==> src/sv/dsu_pkg.sv <==
`timescale 1ns / 1ps

package dsu_pkg;

    localparam int IDX_W       = 10;
    localparam int MODE_W      = 2;
    localparam int IN_TDATA_W  = 24;
    localparam int OUT_TDATA_W = 16;

    localparam logic [MODE_W-1:0] MODE_FIND  = 2'd0;
    localparam logic [MODE_W-1:0] MODE_UNION = 2'd1;
    localparam logic [MODE_W-1:0] MODE_CLEAR = 2'd2;
    localparam logic [MODE_W-1:0] MODE_RSVD  = 2'd3;

    typedef enum logic [1:0] {
        RD_IN   = 2'd0,
        RD_B    = 2'd1,
        RD_DATA = 2'd2
    } t_rd_src;

    typedef enum logic [1:0] {
        WR_CLEAR = 2'd0,
        WR_HALVE = 2'd1,
        WR_LINK  = 2'd2,
        WR_SUM   = 2'd3
    } t_wr_src;

    typedef enum logic [1:0] {
        RES_FAIL    = 2'd0,
        RES_OK_ZERO = 2'd1,
        RES_CUR     = 2'd2,
        RES_PE      = 2'd3
    } t_res_src;

    typedef struct packed {
        logic     latch;
        logic     rd_en;
        t_rd_src  rd_src;
        logic     wr_en;
        t_wr_src  wr_src;
        logic     cnt_inc;
        logic     va_load;
        logic     pe_load;
        logic     cur_adv;
        logic     res_set;
        t_res_src res_src;
        logic     out_load;
    } t_dp_cmd;

    typedef struct packed {
        logic a_ok;
        logic neg;
        logic union_ok;
        logic cnt_last;
    } t_dp_sts;

endpackage

==> src/sv/dsu_ctrl.sv <==
`timescale 1ns / 1ps

module dsu_ctrl (
    input  logic                        i_clk,
    input  logic                        i_rst_n,
    input  logic                        i_s_valid,
    input  logic [dsu_pkg::MODE_W-1:0]  i_mode,
    output logic                        o_s_ready,
    output logic                        o_m_valid,
    input  logic                        i_m_ready,
    output dsu_pkg::t_dp_cmd            o_cmd,
    input  dsu_pkg::t_dp_sts            i_sts
);

    typedef enum logic [8:0] {
        S_INIT  = 9'b000000001,
        S_IDLE  = 9'b000000010,
        S_FIND1 = 9'b000000100,
        S_WALK  = 9'b000001000,
        S_URB   = 9'b000010000,
        S_UCHK  = 9'b000100000,
        S_UW2   = 9'b001000000,
        S_CLEAR = 9'b010000000,
        S_DONE  = 9'b100000000
    } t_state;

    t_state r_state;
    t_state n_state;
    logic   r_out_valid;

    always_comb begin
        n_state   = r_state;
        o_cmd     = '0;
        o_s_ready = 1'b0;
        case (r_state)
            S_INIT: begin
                o_cmd.wr_en   = 1'b1;
                o_cmd.wr_src  = dsu_pkg::WR_CLEAR;
                o_cmd.cnt_inc = 1'b1;
                if (i_sts.cnt_last) begin
                    n_state = S_IDLE;
                end
            end
            S_IDLE: begin
                o_s_ready = 1'b1;
                if (i_s_valid) begin
                    o_cmd.latch = 1'b1;
                    case (i_mode)
                        dsu_pkg::MODE_FIND: begin
                            o_cmd.rd_en  = 1'b1;
                            o_cmd.rd_src = dsu_pkg::RD_IN;
                            n_state      = S_FIND1;
                        end
                        dsu_pkg::MODE_UNION: begin
                            o_cmd.rd_en  = 1'b1;
                            o_cmd.rd_src = dsu_pkg::RD_IN;
                            n_state      = S_URB;
                        end
                        dsu_pkg::MODE_CLEAR: begin
                            n_state = S_CLEAR;
                        end
                        default: begin
                            o_cmd.res_set = 1'b1;
                            o_cmd.res_src = dsu_pkg::RES_FAIL;
                            n_state       = S_DONE;
                        end
                    endcase
                end
            end
            S_FIND1: begin
                if (!i_sts.a_ok) begin
                    o_cmd.res_set = 1'b1;
                    o_cmd.res_src = dsu_pkg::RES_FAIL;
                    n_state       = S_DONE;
                end else if (i_sts.neg) begin
                    o_cmd.res_set = 1'b1;
                    o_cmd.res_src = dsu_pkg::RES_CUR;
                    n_state       = S_DONE;
                end else begin
                    o_cmd.pe_load = 1'b1;
                    o_cmd.rd_en   = 1'b1;
                    o_cmd.rd_src  = dsu_pkg::RD_DATA;
                    n_state       = S_WALK;
                end
            end
            S_WALK: begin
                if (i_sts.neg) begin
                    o_cmd.res_set = 1'b1;
                    o_cmd.res_src = dsu_pkg::RES_PE;
                    n_state       = S_DONE;
                end else begin
                    // point current node at its grandparent, step to parent
                    o_cmd.wr_en   = 1'b1;
                    o_cmd.wr_src  = dsu_pkg::WR_HALVE;
                    o_cmd.cur_adv = 1'b1;
                    o_cmd.pe_load = 1'b1;
                    o_cmd.rd_en   = 1'b1;
                    o_cmd.rd_src  = dsu_pkg::RD_DATA;
                end
            end
            S_URB: begin
                o_cmd.va_load = 1'b1;
                o_cmd.rd_en   = 1'b1;
                o_cmd.rd_src  = dsu_pkg::RD_B;
                n_state       = S_UCHK;
            end
            S_UCHK: begin
                if (!i_sts.union_ok) begin
                    o_cmd.res_set = 1'b1;
                    o_cmd.res_src = dsu_pkg::RES_FAIL;
                    n_state       = S_DONE;
                end else begin
                    o_cmd.wr_en  = 1'b1;
                    o_cmd.wr_src = dsu_pkg::WR_LINK;
                    n_state      = S_UW2;
                end
            end
            S_UW2: begin
                o_cmd.wr_en   = 1'b1;
                o_cmd.wr_src  = dsu_pkg::WR_SUM;
                o_cmd.res_set = 1'b1;
                o_cmd.res_src = dsu_pkg::RES_OK_ZERO;
                n_state       = S_DONE;
            end
            S_CLEAR: begin
                o_cmd.wr_en   = 1'b1;
                o_cmd.wr_src  = dsu_pkg::WR_CLEAR;
                o_cmd.cnt_inc = 1'b1;
                if (i_sts.cnt_last) begin
                    o_cmd.res_set = 1'b1;
                    o_cmd.res_src = dsu_pkg::RES_OK_ZERO;
                    n_state       = S_DONE;
                end
            end
            S_DONE: begin
                if (!r_out_valid || i_m_ready) begin
                    o_cmd.out_load = 1'b1;
                    n_state        = S_IDLE;
                end
            end
            default: begin
                n_state = S_IDLE;
            end
        endcase
    end

    always_ff @(posedge i_clk) begin
        if (!i_rst_n) begin
            r_state     <= S_INIT;
            r_out_valid <= 1'b0;
        end else begin
            r_state <= n_state;
            if (o_cmd.out_load) begin
                r_out_valid <= 1'b1;
            end else if (i_m_ready) begin
                r_out_valid <= 1'b0;
            end
        end
    end

    assign o_m_valid = r_out_valid;

`ifndef SYNTHESIS
    // result register is only loaded when its slot is free
    assert property (@(posedge i_clk) disable iff (!i_rst_n)
        o_cmd.out_load |-> (!r_out_valid || i_m_ready))
        else $error("result overwritten before taken");

    // a clear request starts the sweep right away
    assert property (@(posedge i_clk) disable iff (!i_rst_n)
        (i_s_valid && o_s_ready && i_mode == dsu_pkg::MODE_CLEAR) |=> (r_state == S_CLEAR))
        else $error("clear request did not start sweep");

    // table is never written while idle or while a result waits to be taken
    assert property (@(posedge i_clk) disable iff (!i_rst_n)
        (r_state == S_IDLE || r_state == S_DONE) |-> !o_cmd.wr_en)
        else $error("table written outside an operation");
`endif

endmodule

==> config.mk <==
export PLATFORM = sky130hd
export DESIGN_NAME = dsu_ctrl
export DESIGN_NICKNAME = d
export VERILOG_FILES = /design/src/sv/dsu_pkg.sv /design/src/sv/dsu_ctrl.sv
export SDC_FILE = /design/constraint.sdc
export NUM_CORES = 1
export LEC_CHECK = 0
export ABC_AREA = 1
export BUFFER_PORTS_ARGS = -buffer_cell sky130_fd_sc_hd__buf_2
export CORE_UTILIZATION = 52
export CTS_BUF_LIST = sky130_fd_sc_hd__clkbuf_16
export DETAILED_ROUTE_END_ITERATION = 10
export PLACE_DENSITY = 0.86
export SLEW_MARGIN = 15
export SYNTH_ARGS = -nofsm -noshare
export SYNTH_HDL_FRONTEND = slang
export SYNTH_SLANG_ARGS = --single-unit
==> constraint.sdc <==
create_clock -name i_clk -period 2.3 [get_ports i_clk]
set_input_delay 0.23 -clock i_clk [delete_from_list [all_inputs] [get_ports i_clk]]
set_output_delay 0.23 -clock i_clk [all_outputs]
set_load 0.05 [all_outputs]
Word level (Yosys, flattened, before mapping)
Cells that the tools add are included.
{ "totals": {"ff_bits": 10, "input_bits": 10, "out_inout_bits": 17} }
{ "classes": {"n_eq_ne": 16, "muxes": 39, "n_reduce_logical": 8} }
{ "op_table": {"columns": ["operator", "n"], "rows": [
  ["case mux 9 bit (9 select lines)", 1],
  ["2-to-1 mux 9 bit", 8],
  ["2-to-1 mux 3 bit", 11],
  ["case mux 9 bit (3 select lines)", 1],
  ["case mux 3 bit (4 select lines)", 2],
  ["case mux 3 bit (6 select lines)", 1],
  ["2-to-1 mux 1 bit", 11],
  ["!= test 2 bit, second input constant", 5],
  ["equality test 9 x 1 -> 1 bit, second input constant", 1],
  ["equality test 9 x 2 -> 1 bit, second input constant", 1],
  ["equality test 9 x 3 -> 1 bit, second input constant", 1],
  ["equality test 9 x 4 -> 1 bit, second input constant", 1],
  ["equality test 9 x 5 -> 1 bit, second input constant", 1],
  ["equality test 9 x 6 -> 1 bit, second input constant", 1],
  ["equality test 9 x 7 -> 1 bit, second input constant", 1],
  ["equality test 9 x 8 -> 1 bit, second input constant", 1],
  ["equality test 9 bit, second input constant", 1],
  ["2-to-1 mux 6 bit", 1],
  ["AND reduction 5 bit", 1],
  ["2-to-1 mux 4 bit", 1],
  ["OR reduction 2 bit", 2],
  ["OR reduction 3 bit", 1],
  ["equality test 2 x 1 -> 1 bit, second input constant", 1],
  ["equality test 2 bit, second input constant", 1],
  ["other kinds (6)", 6]
]} }

Depth between registers and ports, before layout
Gate-level depths: netlist (run 1).
{ "depth": {"ltp_word": 5, "depth_mapped": 10, "mapped_depth_nobuf": 10} }

Worst setup path after synthesis (run 1)
No wires, ideal clock.
{ "synth_timing": {"kind": "register to output", "startpoint": "register r_state[5]", "endpoint": "output port o_cmd[13] (netlist bit)", "arrival_time_ps": 1959, "slack_ps": 111, "stages_incl_launch_ff": 8, "path_buffers": 0, "cell_sequence": "dfxtp_1 > nor2_4 > nand2_4 > nor2_4 > nand2_4 > nor2_1 > nand2_1 > nand3_1"} }
{ "synth_rtl": {"columns": ["element", "line_no", "source"], "rows": [
  ["start: declaration", "dsu_ctrl.sv:27", "t_state r_state;"],
  ["start signal: assignment", "dsu_ctrl.sv:152", "r_state <= n_state;"],
  ["end: declaration", "dsu_ctrl.sv:11", "output dsu_pkg::t_dp_cmd o_cmd,"]
]} }

==> results.txt, run 1 <==
In the final routed layout, each cell accounts on average for roughly 12 um. The row count came out at 14. The number of H-tree branching levels came out at 1. The clock network fraction of design power came out at 0.493. The initial utilization of the core area, before any placement, comes to 0.555. The antenna violation net count after detailed routing is 0. The number of antenna violations at the first check in global routing is 0. The worst setup path is captured at an output port. The setup fix buffers added after clock tree synthesis is 0. The relative slew slack came out at 0.790.

The power per cell area came out at slightly below 600 mW/mm2. The sum of overflow across all layers after global routing came out at 0. Yosys mapped the design onto 21 distinct sky130hd cell types. After clock tree synthesis, the clock-pin slew on the worst setup and hold paths is roughly 0.040 ns. The met1 wire length came out at slightly below 900 um. The clock sink count is 10.

The clock root buffer is clkbuf_16. The share of the yosys chip area belonging to registers came out at 0.242. The y dimension of the die came out at approximately 42 um. In the detailed route, the total length drawn on met3 is ~110 um.

The synthesis-to-layout area growth is 27.7%. The synthesized cell area came out at between 800 and 900 um2. Setup repair after global routing left no endpoint under its margin. For this block, the initial DRC count from the detailed router was 18. The data arrival time of the critical path is 1.74 ns.

In this run the count of I/O pins placed on the die edge is 27. The synthesized netlist net count came out at between 100 and 150. Of the total power, the share spent switching nets is 0.289.

For this run, the number of Yosys warnings is 0. The leakage power is between 0.6 and 0.7 nW. The least setup slack across all paths after layout came out at around 0.33 ns. The antenna diode count is 0. The floorplan step defined a die boundary enclosing between 0.0015 and 0.002 mm2. Setup total negative slack on the finished layout was measured at 0 ns. The sequential share of power is 0.296. The post-synthesis average cell area is 6.36 um2.

Buffers placed on the I/O ports in this run total 26. The number of cells in the finished layout apart from fillers came out at 176. The count of maximum capacitance violations is 0.

The internal power is about 0.44 mW. The net switching power came out at 0.181 mW. The placed wire-length estimate came out at about 1.7 mm. Prior to clock tree synthesis, the placed netlist has a worst setup slack of approximately 0.6 ns. After technology mapping, the gate count stands at 130. The post-route fraction of the period consumed by the critical path came out at 0.856. The final-report max-slew violation count is 0.

The final net count is 171. The maximum ir drop on the vdd rail is 544 uV. The global placer's final weighted congestion is 0.891. The largest fanout on the critical path came out at 6.

The number of clock buffers inserted by TritonCTS is 3. At the worst endpoint, the required time is 2.07 ns. The total wire length came out at 2.10 mm. In the routed layout, each cell is associated on average with a via count of between 5 and 6.

Once layout is done, the placed cells without fillers occupy between 0.001 and 0.0015 mm2. The largest net degree at the start of global routing came out at 8. After detailed routing, no signal wire sits above met4. The residual DRC count came out at 0. The total count of hold-check failures in the final report is 0. In this run the horizontal extent of the chip is 41.9 um.

After clock tree synthesis, the repair step resized 0 gates. Across all layers, the routed design uses approximately 920 vias. The core region is roughly 0.0015 mm2. The number of global-route vias before repair is 851.

The worst-margin pin slew is 0.314 ns. The flip-flop and latch count after synthesis is 10. The wire length on met2 came out at roughly 1.1 mm.

The portion of total power attributed to combinational logic came out at 0.211. The clock reaches the later pin of the worst-skew pair after approximately 0.24 ns. STA classifies the critical path startpoint as a flip-flop. The final critical-path required period came out at just under 2 ns. The number of endpoints failing setup at the final stage is 0. Derived from the worst setup path, the maximum achievable clock frequency is roughly 0.51 GHz. For the final database, setup skew stands at ~0.004 ns.

The run finished with clean final reports. The placed instances occupy a cell area of 977 um2. The proportion of layout cells with a drive suffix above 1 came out at 0.350. The number of placed cells counting well taps is 172.

TritonCTS built the clock tree. The worst setup path is of the reg -> out kind. The number of hold-repair buffers added at the cts stage is 0. The number of search-and-repair iterations in the first detailed-routing pass came out at 4. The all-layer global routing usage is 0.263. In this run the worst hold path is classified as in -> reg. The first global-routing pass estimated roughly 3.4 mm of wire.

The buffer levels on the longest clock path is 2.
[state kept, by name (all words and copies together), names as in the netlist]
| register | flops |
|---|---|
| o_m_valid | 1 |
| r_state | 9 |
[worst max-delay path, cell delays in order (launching register included)]
cell and delay [ns]:
dfxtp_1 0.35, nor2_2 0.17, nand2_4 0.13, nor2_4 0.13, nand2_4 0.08, nor3_1 0.20, nor3_1 0.09, nand2_1 0.07
buf_2 0.26
[final cells by class]
type | instances | area [um2]
flip-flops and latches | 10 | 200
clock buffers | 3 | 75.1
multi-input cells | 91 | 518
fillers | 129 | 433
clock inverters | 1 | 3.75
inverters | 29 | 109
well taps | 16 | 20.0
repair buffers | 26 | 130
[through the flow]
stage / utilization / power [mW] / hold slack (ns)
6_report: 0.709 / 0.625 / 0.257
2_1_floorplan: - / 0.285 / 0.306
4_1_cts: 0.709 / 0.627 / 0.257
3_3_place_gp: 0.656 / 0.314 / 0.494
5_1_grt: 0.709 / 0.647 / 0.274
3_5_place_dp: 0.656 / 0.318 / 0.501
[per-layer routing]
layer  track usage  vias to the layer above
met1         0.279                      420
li1              -                      461
met4         0.161                        0
met5             0                        -
met2         0.453                       30
met3        0.0739                        7
[path summary, 6_finish.rpt]
kind	from	end	slack, ns	cells past startpoint
max	r_state[7]	o_cmd[3]	0.33	8
min reg2reg	r_state[0]	r_state[0]	0.54	2
max reg2reg	r_state[7]	r_state[4]	0.86	8
min	i_sts[1]	r_state[6]	0.26	3
[cell families (layout without fill, tap and decap cells)]
| logic type | count (synthesis) | in the layout | share of synthesized area |
|---|---|---|---|
| AOI/OAI and AO/OA | 7 | 7 | 0.0469 |
| buffers and inverters | 29 | 59 | 0.132 |
| DFF | 10 | 10 | 0.242 |
| and+or+nand+nor | 84 | 84 | 0.579 |
[power by group through the flow]
stage          sequential [mW]  combinational, mW  clock [mW]
3_5_place_dp             0.188              0.130           0
5_1_grt                  0.185              0.142       0.320
2_1_floorplan            0.187             0.0976           0
3_3_place_gp             0.187              0.126           0
6_report                 0.185              0.132       0.308
4_1_cts                  0.185              0.132       0.311
[synth_stat cells]
cell | count | area [um2]
nand2_2 | 5 | 31.3
nand2_4 | 2 | 22.5
a21oi_1 | 3 | 15.0
nor2_1 | 20 | 75.1
nor2_4 | 4 | 45.0
dfxtp_1 | 10 | 200
a21oi_2 | 1 | 8.76
nor4_1 | 1 | 6.26
inv_1 | 27 | 101
nor2_2 | 6 | 37.5
or3_1 | 1 | 6.26
nor2_8 | 1 | 20.0
nand2_1 | 20 | 75.1
inv_2 | 2 | 7.51
nand4_1 | 2 | 12.5
nand3_1 | 11 | 55.1
o21ai_0 | 3 | 15.0
nand3_4 | 1 | 17.5
nor3_2 | 1 | 10.0
nand3_2 | 4 | 40.0
nor3_1 | 5 | 25.0
[placed cells by master (no fill, tap or decap), drive strengths merged]
| cell | n |
|---|---|
| o21ai | 3 |
| clkbuf | 3 |
| buf | 26 |
| nand3 | 16 |
| nand2 | 27 |
| nand4 | 2 |
| or3 | 1 |
| nor4 | 1 |
| nor2 | 31 |
| a21oi | 4 |
| nor3 | 6 |
| dfxtp | 10 |
| inv | 29 |
| clkinv | 1 |
No activity file was read; power rests on OpenSTA's default activity.
==> run 2: changes to the inputs <==
--- a/config.mk
+++ b/config.mk
@@ -7,11 +7,12 @@
 export LEC_CHECK = 0
 export ABC_AREA = 1
 export BUFFER_PORTS_ARGS = -buffer_cell sky130_fd_sc_hd__buf_2
-export CORE_UTILIZATION = 52
+export CORE_UTILIZATION = 49
 export CTS_BUF_LIST = sky130_fd_sc_hd__clkbuf_16
 export DETAILED_ROUTE_END_ITERATION = 10
-export PLACE_DENSITY = 0.86
+export PLACE_DENSITY = 0.82
 export SLEW_MARGIN = 15
 export SYNTH_ARGS = -nofsm -noshare
 export SYNTH_HDL_FRONTEND = slang
 export SYNTH_SLANG_ARGS = --single-unit
+export TNS_END_PERCENT = 10
==> constraint.sdc (replaced) <==
create_clock -name i_clk -period 1.9 [get_ports i_clk]
set_input_delay 0.19 -clock i_clk [delete_from_list [all_inputs] [get_ports i_clk]]
set_output_delay 0.19 -clock i_clk [all_outputs]
set_load 0.05 [all_outputs]
==> results.txt, run 2 (synthesized netlist as in run 1, its figures left out) <==
The met2 usage is 0.427 (-0.0263). The largest net degree at the start of global routing is 8 (unchanged). The number of search-and-repair iterations in the first detailed-routing pass is 4 (unchanged). The power per cell area is 686 mW/mm2 (+16%). The number of DRC violations after detailed-routing iteration 0 is 23 (+5). In the layout the commonest cells are inv_1, buf_2, nand2_1. The most crowded layer after global routing is met2. The final critical-path required period is ~1.8 ns. The flow ran to the end, and the final reports show no timing, DRC or antenna violations. The number of cells in the finished layout apart from fillers is 178 (+1.1%). The worst setup path is launched from a flip-flop.

The data arrival time of the critical path came out at 1.62 ns (-0.12 ns). The clock sink count came out at 10 (unchanged). The total count of hold-check failures in the final report is 0 (unchanged). Setup repair after global routing could not meet its margin everywhere. The largest fanout on the critical path is 3 (-3). The maximum ir drop on the vdd rail came out at 586 uV (+7.7%). The antenna violation net count after detailed routing is 0 (unchanged). The routed via count came out at 932 (+1.5%). The horizontal die dimension came out at 43.1 um (+2.9%). The clock latency at the later pin of the worst-skew pair came out at 0.24 ns (about the same). The number of antenna violations at the first check in global routing is 0 (unchanged).

The final net count came out at 173 (+1.2%). The die footprint is 0.00186 mm2 (+5.8%). The worst-margin pin slew was 0.297 ns (-0.0172 ns). The number of global-route vias before repair came out at 817 (-4.0%). The placed wire-length estimate came out at 1.60 mm (-4.4%).

The relative slew slack is 0.801 (+0.0115). The path category of the worst min-delay check is in -> reg. The worst setup path is of the reg -> out kind. The leakage power is 0.650 nW (+3.2%). The proportion of layout cells with a drive suffix above 1 came out at 0.407 (+0.0574). The worst stage delay on the critical path came out at 0.38 ns (+0.03 ns). The number of endpoints failing setup at the final stage came to 0 (unchanged).

The global placer's final weighted congestion came out at 0.853 (-4.3%). The row count came out at 14 (unchanged). The post-route fraction of the period consumed by the critical path came out at 0.954.

The average wire per standard cell is 11.5 um (-3.4%). The achievable clock frequency is 0.552 GHz. The number of H-tree branching levels came out at 1 (unchanged).

STA classifies the critical path endpoint as an output port. The post-route total power came to 0.762 mW (+22%). The net switching power is 0.221 mW (+22%). Traced cell by cell, the critical path runs through nor2_4 -> buf_4 -> inv_1 -> nor2_1 -> nand2_1 -> nor2_2 -> or3_1 -> clkbuf_4. The final-report max-slew violation count came out at 0 (unchanged).

The clock network fraction of design power came to 0.491 (-0.002). TritonCTS built the clock tree. The residual DRC count came out at 0 (unchanged).

The register with the most flip-flops in the final layout is r_state. The leading cell type in the layout, fill and taps excluded is inv_1. The number of clock buffers inserted by TritonCTS is 3 (unchanged).

The via count normalized by instance count came out at 5.24 (+0.38%). The area of the placeable core came to 0.00154 mm2 (+3.5%). The antenna diode count is 0 (unchanged). The internal power is 0.541 mW (+22%). The buffer levels on the longest clock path came out at 2 (unchanged). The total wire length came out at 2.05 mm (-2.3%). The worst slack on hold paths was 0.223 ns (-0.0344 ns).

The met3 layer usage reported by global route came out at 0.0511 (-0.0228). The met1 track utilization from global routing came out at 0.273 (-0.00641). The switching part of the total power came out at 0.290 (+0.000378).

The cell sitting at the root of the clock tree is a clkbuf_16. The synthesis-to-layout area growth came out at 34.2%. The all-layer global routing usage came out at 0.242 (-0.0209). The pre-CTS setup slack is 0.254 ns (-0.348 ns). The largest individual stage delay along the critical path comes from the cell dfxtp_1. The clock-pin slew on the worst setup and hold paths was 0.04 ns (about the same).

The worst setup skew after layout is 0.000996 ns (-0.00305 ns). The y dimension of the die is 43.1 um (+2.9%). The portion of total power attributed to combinational logic came out at 0.214 (+0.003). The sequential share of power came out at 0.296 (about the same).

The sum of overflow across all layers after global routing came out at 0 (unchanged). The filler cell count was 134 (+3.9%). The least setup slack across all paths after layout is 0.0880 ns (-0.242 ns). The data required time at the worst endpoint is 1.71 ns (-0.36 ns). The number of top-level pins is 27 (unchanged). The number of flip-flops under the largest register name is 9 (unchanged). The number of buffers added on ports came out at 26 (unchanged). The number of placed cells counting well taps came out at 172 (unchanged). The wire length of the first global-routing pass came out at 3.29 mm (-3.8%). The utilization after layout is 0.720 (+0.0107). The starting utilization of the core area was 0.537 (-0.0189). The count of maximum capacitance violations came out at 0 (unchanged).
run 2: final timing paths:
check	end	slack, ns	cells past startpoint	from
worst max-delay path	o_cmd[1]	0.09	8	r_state[4]
worst min register to register	r_state[0]	0.54	2	r_state[0]
worst min-delay path	r_state[0]	0.22	2	i_rst_n
worst max register to register	r_state[1]	0.41	10	r_state[7]
run 2: metal layers:
layer | share of wire | vias to the layer above
li1 | - | 473
met1 | 0.44 | 428
met2 | 0.51 | 25
met3 | 0.037 | 6
met4 | 0.019 | 0
met5 | 0 | -
run 2: power groups by stage:
stage,Clock (mW),Combinational [mW],Sequential (mW)
after floorplan,0,0.119,0.226
after detailed placement,0,0.157,0.228
after global placement,0,0.153,0.227
after CTS,0.380,0.159,0.224
final,0.374,0.163,0.225
after global routing,0.389,0.175,0.225
run 2: per-stage QoR:
stage / setup TNS, ns / area (um2)
after CTS: 0 / 1070
final: 0 / 1110
after floorplan: -0.00177 / 835
after global routing: -0.0249 / 1110
after detailed placement: 0 / 985
after global placement: 0 / 985
run 2: what timing repair did:
item                                   in CTS  in global routing
pin swaps                                   0                  3
buffers inserted                            0                  2
endpoints found under the hold margin       0                  0
setup endpoints to repair                   1                  7
resized for setup                           1                 10
hold buffers                                0                  0
run 2: cell type report:
cell class / count / area [um2] / share of cell area
clock buffer: 3 / 75.1 / 0.0676
clock inverter: 1 / 3.75 / 0.00338
inverter: 29 / 109 / 0.0981
multi-input combinational: 91 / 543 / 0.489
sequential: 10 / 203 / 0.183
tap: 16 / 20.0 / 0.0180
timing repair buffer: 28 / 156 / 0.141
run 2: worst max-delay path, delay by kind of cell (launching register included):
| kind | cells | cell delay, ns |
|---|---|---|
| AND/OR/NAND/NOR | 5 | 0.61 |
| flip-flops | 1 | 0.38 |
| buffers and inverters | 3 | 0.40 |
==> run 3: changes to the inputs <==
--- a/config.mk
+++ b/config.mk
@@ -7,10 +7,10 @@
 export LEC_CHECK = 0
 export ABC_AREA = 1
 export BUFFER_PORTS_ARGS = -buffer_cell sky130_fd_sc_hd__buf_2
-export CORE_UTILIZATION = 49
+export CORE_UTILIZATION = 44
 export CTS_BUF_LIST = sky130_fd_sc_hd__clkbuf_16
 export DETAILED_ROUTE_END_ITERATION = 10
-export PLACE_DENSITY = 0.82
+export PLACE_DENSITY = 0.78
 export SLEW_MARGIN = 15
 export SYNTH_ARGS = -nofsm -noshare
 export SYNTH_HDL_FRONTEND = slang
==> constraint.sdc (replaced) <==
create_clock -name i_clk -period 1.51 [get_ports i_clk]
set_input_delay 0.151 -clock i_clk [delete_from_list [all_inputs] [get_ports i_clk]]
set_output_delay 0.151 -clock i_clk [all_outputs]
set_load 0.02 [all_outputs]
==> results.txt, run 3 (synthesized netlist as in run 1, its figures left out) <==
The clock sink count came to 10 (unchanged). The worst-margin pin slew came out at 0.307 ns (+0.0104 ns). The largest net degree at the start of global routing was 8 (unchanged). The startpoint identified for the worst register-to-register timing path is r_state[1].

The number of DRC violations after detailed-routing iteration 0 came out at 22 (-4.3%). The number of buffers added on ports is 26 (unchanged). The detailed route wirelength on metal3 was 139 um (+85%).

The number of global-route vias before repair came out at 913 (+12%). The leakage power is 0.720 nW (+11%). The sum of negative setup slack came out at -1.58 ns (-1.58 ns).

The antenna diode count is 0 (unchanged). The maximum ir drop on the vdd rail came out at 778 uV (+33%). The flow ran to the end, but the final reports show violations. The worst setup path is of the reg -> out kind.

The largest fanout on the critical path came out at 6 (+3). The die footprint is 0.00206 mm2 (+11%). The data required time at the worst endpoint came out at 1.36 ns (-0.35 ns). The terminating pin of the worst hold path is r_state[0].

The final net count is 182 (+5.2%). The sum of overflow across all layers after global routing came to 0 (unchanged). The library cells used most frequently in the layout, excluding fill and tap cells, are inv_1, nand2_1, buf_4. The worst hold path stage count is 2 (unchanged).

The clock-pin slew on the worst setup and hold paths was 0.04 ns (about the same). The wire length of the first global-routing pass is 3.96 mm (+20%). The residual DRC count came out at 0 (unchanged). The total wire length came out at 2.72 mm (+33%). The proportion of layout cells with a drive suffix above 1 was 0.544 (+0.136).

The worst stage delay on the critical path is 0.41 ns (+0.03 ns). The number of clock buffers inserted by TritonCTS is 3 (unchanged). Setup repair after global routing could not meet its margin everywhere. The achievable clock frequency is ~0.56 GHz.

The final-report max-slew violation count is 0 (unchanged). On the critical path, the stage with the largest delay is an instance of dfxtp_1. The relative slew slack came out at 0.793 (-0.00837). The worst setup skew after layout is 0.00345 ns (+0.00246 ns). The synthesis-to-layout area growth came out at 59.0%. Clock tree synthesis selected as its root buffer the cell clkbuf_16. The number of endpoints failing setup at the final stage came to 19 (+19).

The number of antenna violations at the first check in global routing is 0 (unchanged). The number of cells on the worst reg-to-reg path came out at 9 (-1). The least setup slack across all paths after layout was -0.262 ns (-0.350 ns). The data arrival time of the critical path is 1.62 ns (about the same).

The count of maximum capacitance violations came to 0 (unchanged). STA classifies the critical path startpoint as a flip-flop. The row count came out at 15 (+1). The final reports fail on setup timing. The buffer levels on the longest clock path was 2 (unchanged). The clock tree from TritonCTS is built. The number of top-level pins came out at 27 (unchanged). The leading cell type in the layout, fill and taps excluded is inv_1.

The all-layer global routing usage came out at 0.278 (+0.0358). The register-to-register setup slack is -0.07 ns (-0.48 ns). The placed wire-length estimate came out at 1.60 mm (about the same). The area of the placeable core is 0.00175 mm2 (+13%). The met1 wire length is 1.07 mm (+19%).

The wire length on met2 is 1.44 mm (+39%). The number of flip-flops under the largest register name is 9 (unchanged). The y dimension of the die is 45.4 um (+5.3%). The number of search-and-repair iterations in the first detailed-routing pass came out at 4 (unchanged). The register with the most flip-flops in the final layout is r_state. The worst hold path belongs to the class in -> reg. The signal on the critical path passes through nor2_4 -> nand2_1 -> inv_1 -> nand2_4 -> nor3_4 -> nor3_2 -> nand2_1 -> buf_4. The clock latency at the later pin of the worst-skew pair is 0.24 ns (about the same). In this run the critical register-to-register path is captured at r_state[7]. The total count of hold-check failures in the final report came out at 0 (unchanged).

The number of hold-repair buffers added at the cts stage came out at 0 (unchanged). The endpoint type of the worst setup path is an output port. The final critical-path required period is about 1.8 ns.

The starting utilization of the core area was 0.474 (-0.0627). The post-route fraction of the period consumed by the critical path came out at 1.17. The worst slack on hold paths is 0.199 ns (-0.0241 ns). The power per cell area is 738 mW/mm2 (+7.5%). The number of H-tree branching levels was 1 (unchanged). The routed via count came out at 987 (+5.9%). The filler cell count came to 132 (-1.5%). The startpoint identified for the worst hold timing path is i_rst_n. By instance count, the cell type seen most on the critical path is nand2_1. The average wire per standard cell was 13.9 um (+20%). The uppermost layer routed is met4. The global placer's final weighted congestion came out at 0.856 (+0.32%). The antenna violation net count after detailed routing is 0 (unchanged).

The horizontal die dimension came out at 45.4 um (+5.3%). The via count normalized by instance count is 5.04 (-3.8%).
## run 3: repair_timing
item | 4_1_cts | 5_1_grt
buffers inserted | 6 | 3
gates resized for setup | 39 | 12
endpoints found under the hold margin | 0 | 0
pin swaps | 9 | 9
setup endpoints to repair | 12 | 22
## run 3: how the worst max path moves through the flow
stage                     end       start  slack (ns)  cells past startpoint
global placement     o_cmd[3]  r_state[6]        0.09                      8
floorplan           o_cmd[13]  r_state[5]        0.01                      9
global route         o_cmd[3]  r_state[3]       -0.28                      8
detailed placement  o_cmd[13]  r_state[5]        0.03                     10
finish               o_cmd[3]  r_state[3]       -0.26                      8
CTS                 o_cmd[13]  r_state[4]       -0.14                     10
## run 3: cell type report
type,count,area [um2],area share
Inverter,29,111,0.0847
Multi-Input combinational cell,91,626,0.476
Timing Repair Buffer,37,259,0.197
Tap cell,25,31.3,0.0238
Clock buffer,3,75.1,0.0571
Sequential cell,10,209,0.159
Clock inverter,1,3.75,0.00285
## run 3: metal layers
metal / GRT usage / up-vias
met5: 0 / -
met4: 0.152 / 0
met3: 0.0640 / 8
met2: 0.475 / 41
met1: 0.316 / 451
li1: - / 487
## run 3: power breakdown
part | internal (mW) | switching (mW) | total, mW | leakage [nW]
sequential | 0.274 | 0.00901 | 0.283 | 0.0839
clock | 0.347 | 0.128 | 0.475 | 0.0385
combinational | 0.0777 | 0.134 | 0.212 | 0.597
total | 0.699 | 0.271 | 0.970 | 0.720
## run 3: critical path: cells and delay by family (launching register included)
family | cells | cell delay, ns
flip-flops | 1 | 0.41
AND/OR/NAND/NOR | 6 | 0.71
buffers and inverters | 2 | 0.27
## run 3: through the flow
step | worst slack, ns | power [mW] | cells | cell area, um2 | utilization
3_3_place_gp | 0.0851 | 0.449 | 183 | 1010 | 0.576
3_5_place_dp | 0.0298 | 0.454 | 183 | 1010 | 0.576
4_1_cts | -0.138 | 0.951 | 193 | 1250 | 0.715
2_1_floorplan | 0.0130 | 0.404 | 130 | 830 | -
6_report | -0.262 | 0.970 | 196 | 1320 | 0.753
5_1_grt | -0.276 | 1.00 | 196 | 1320 | 0.753
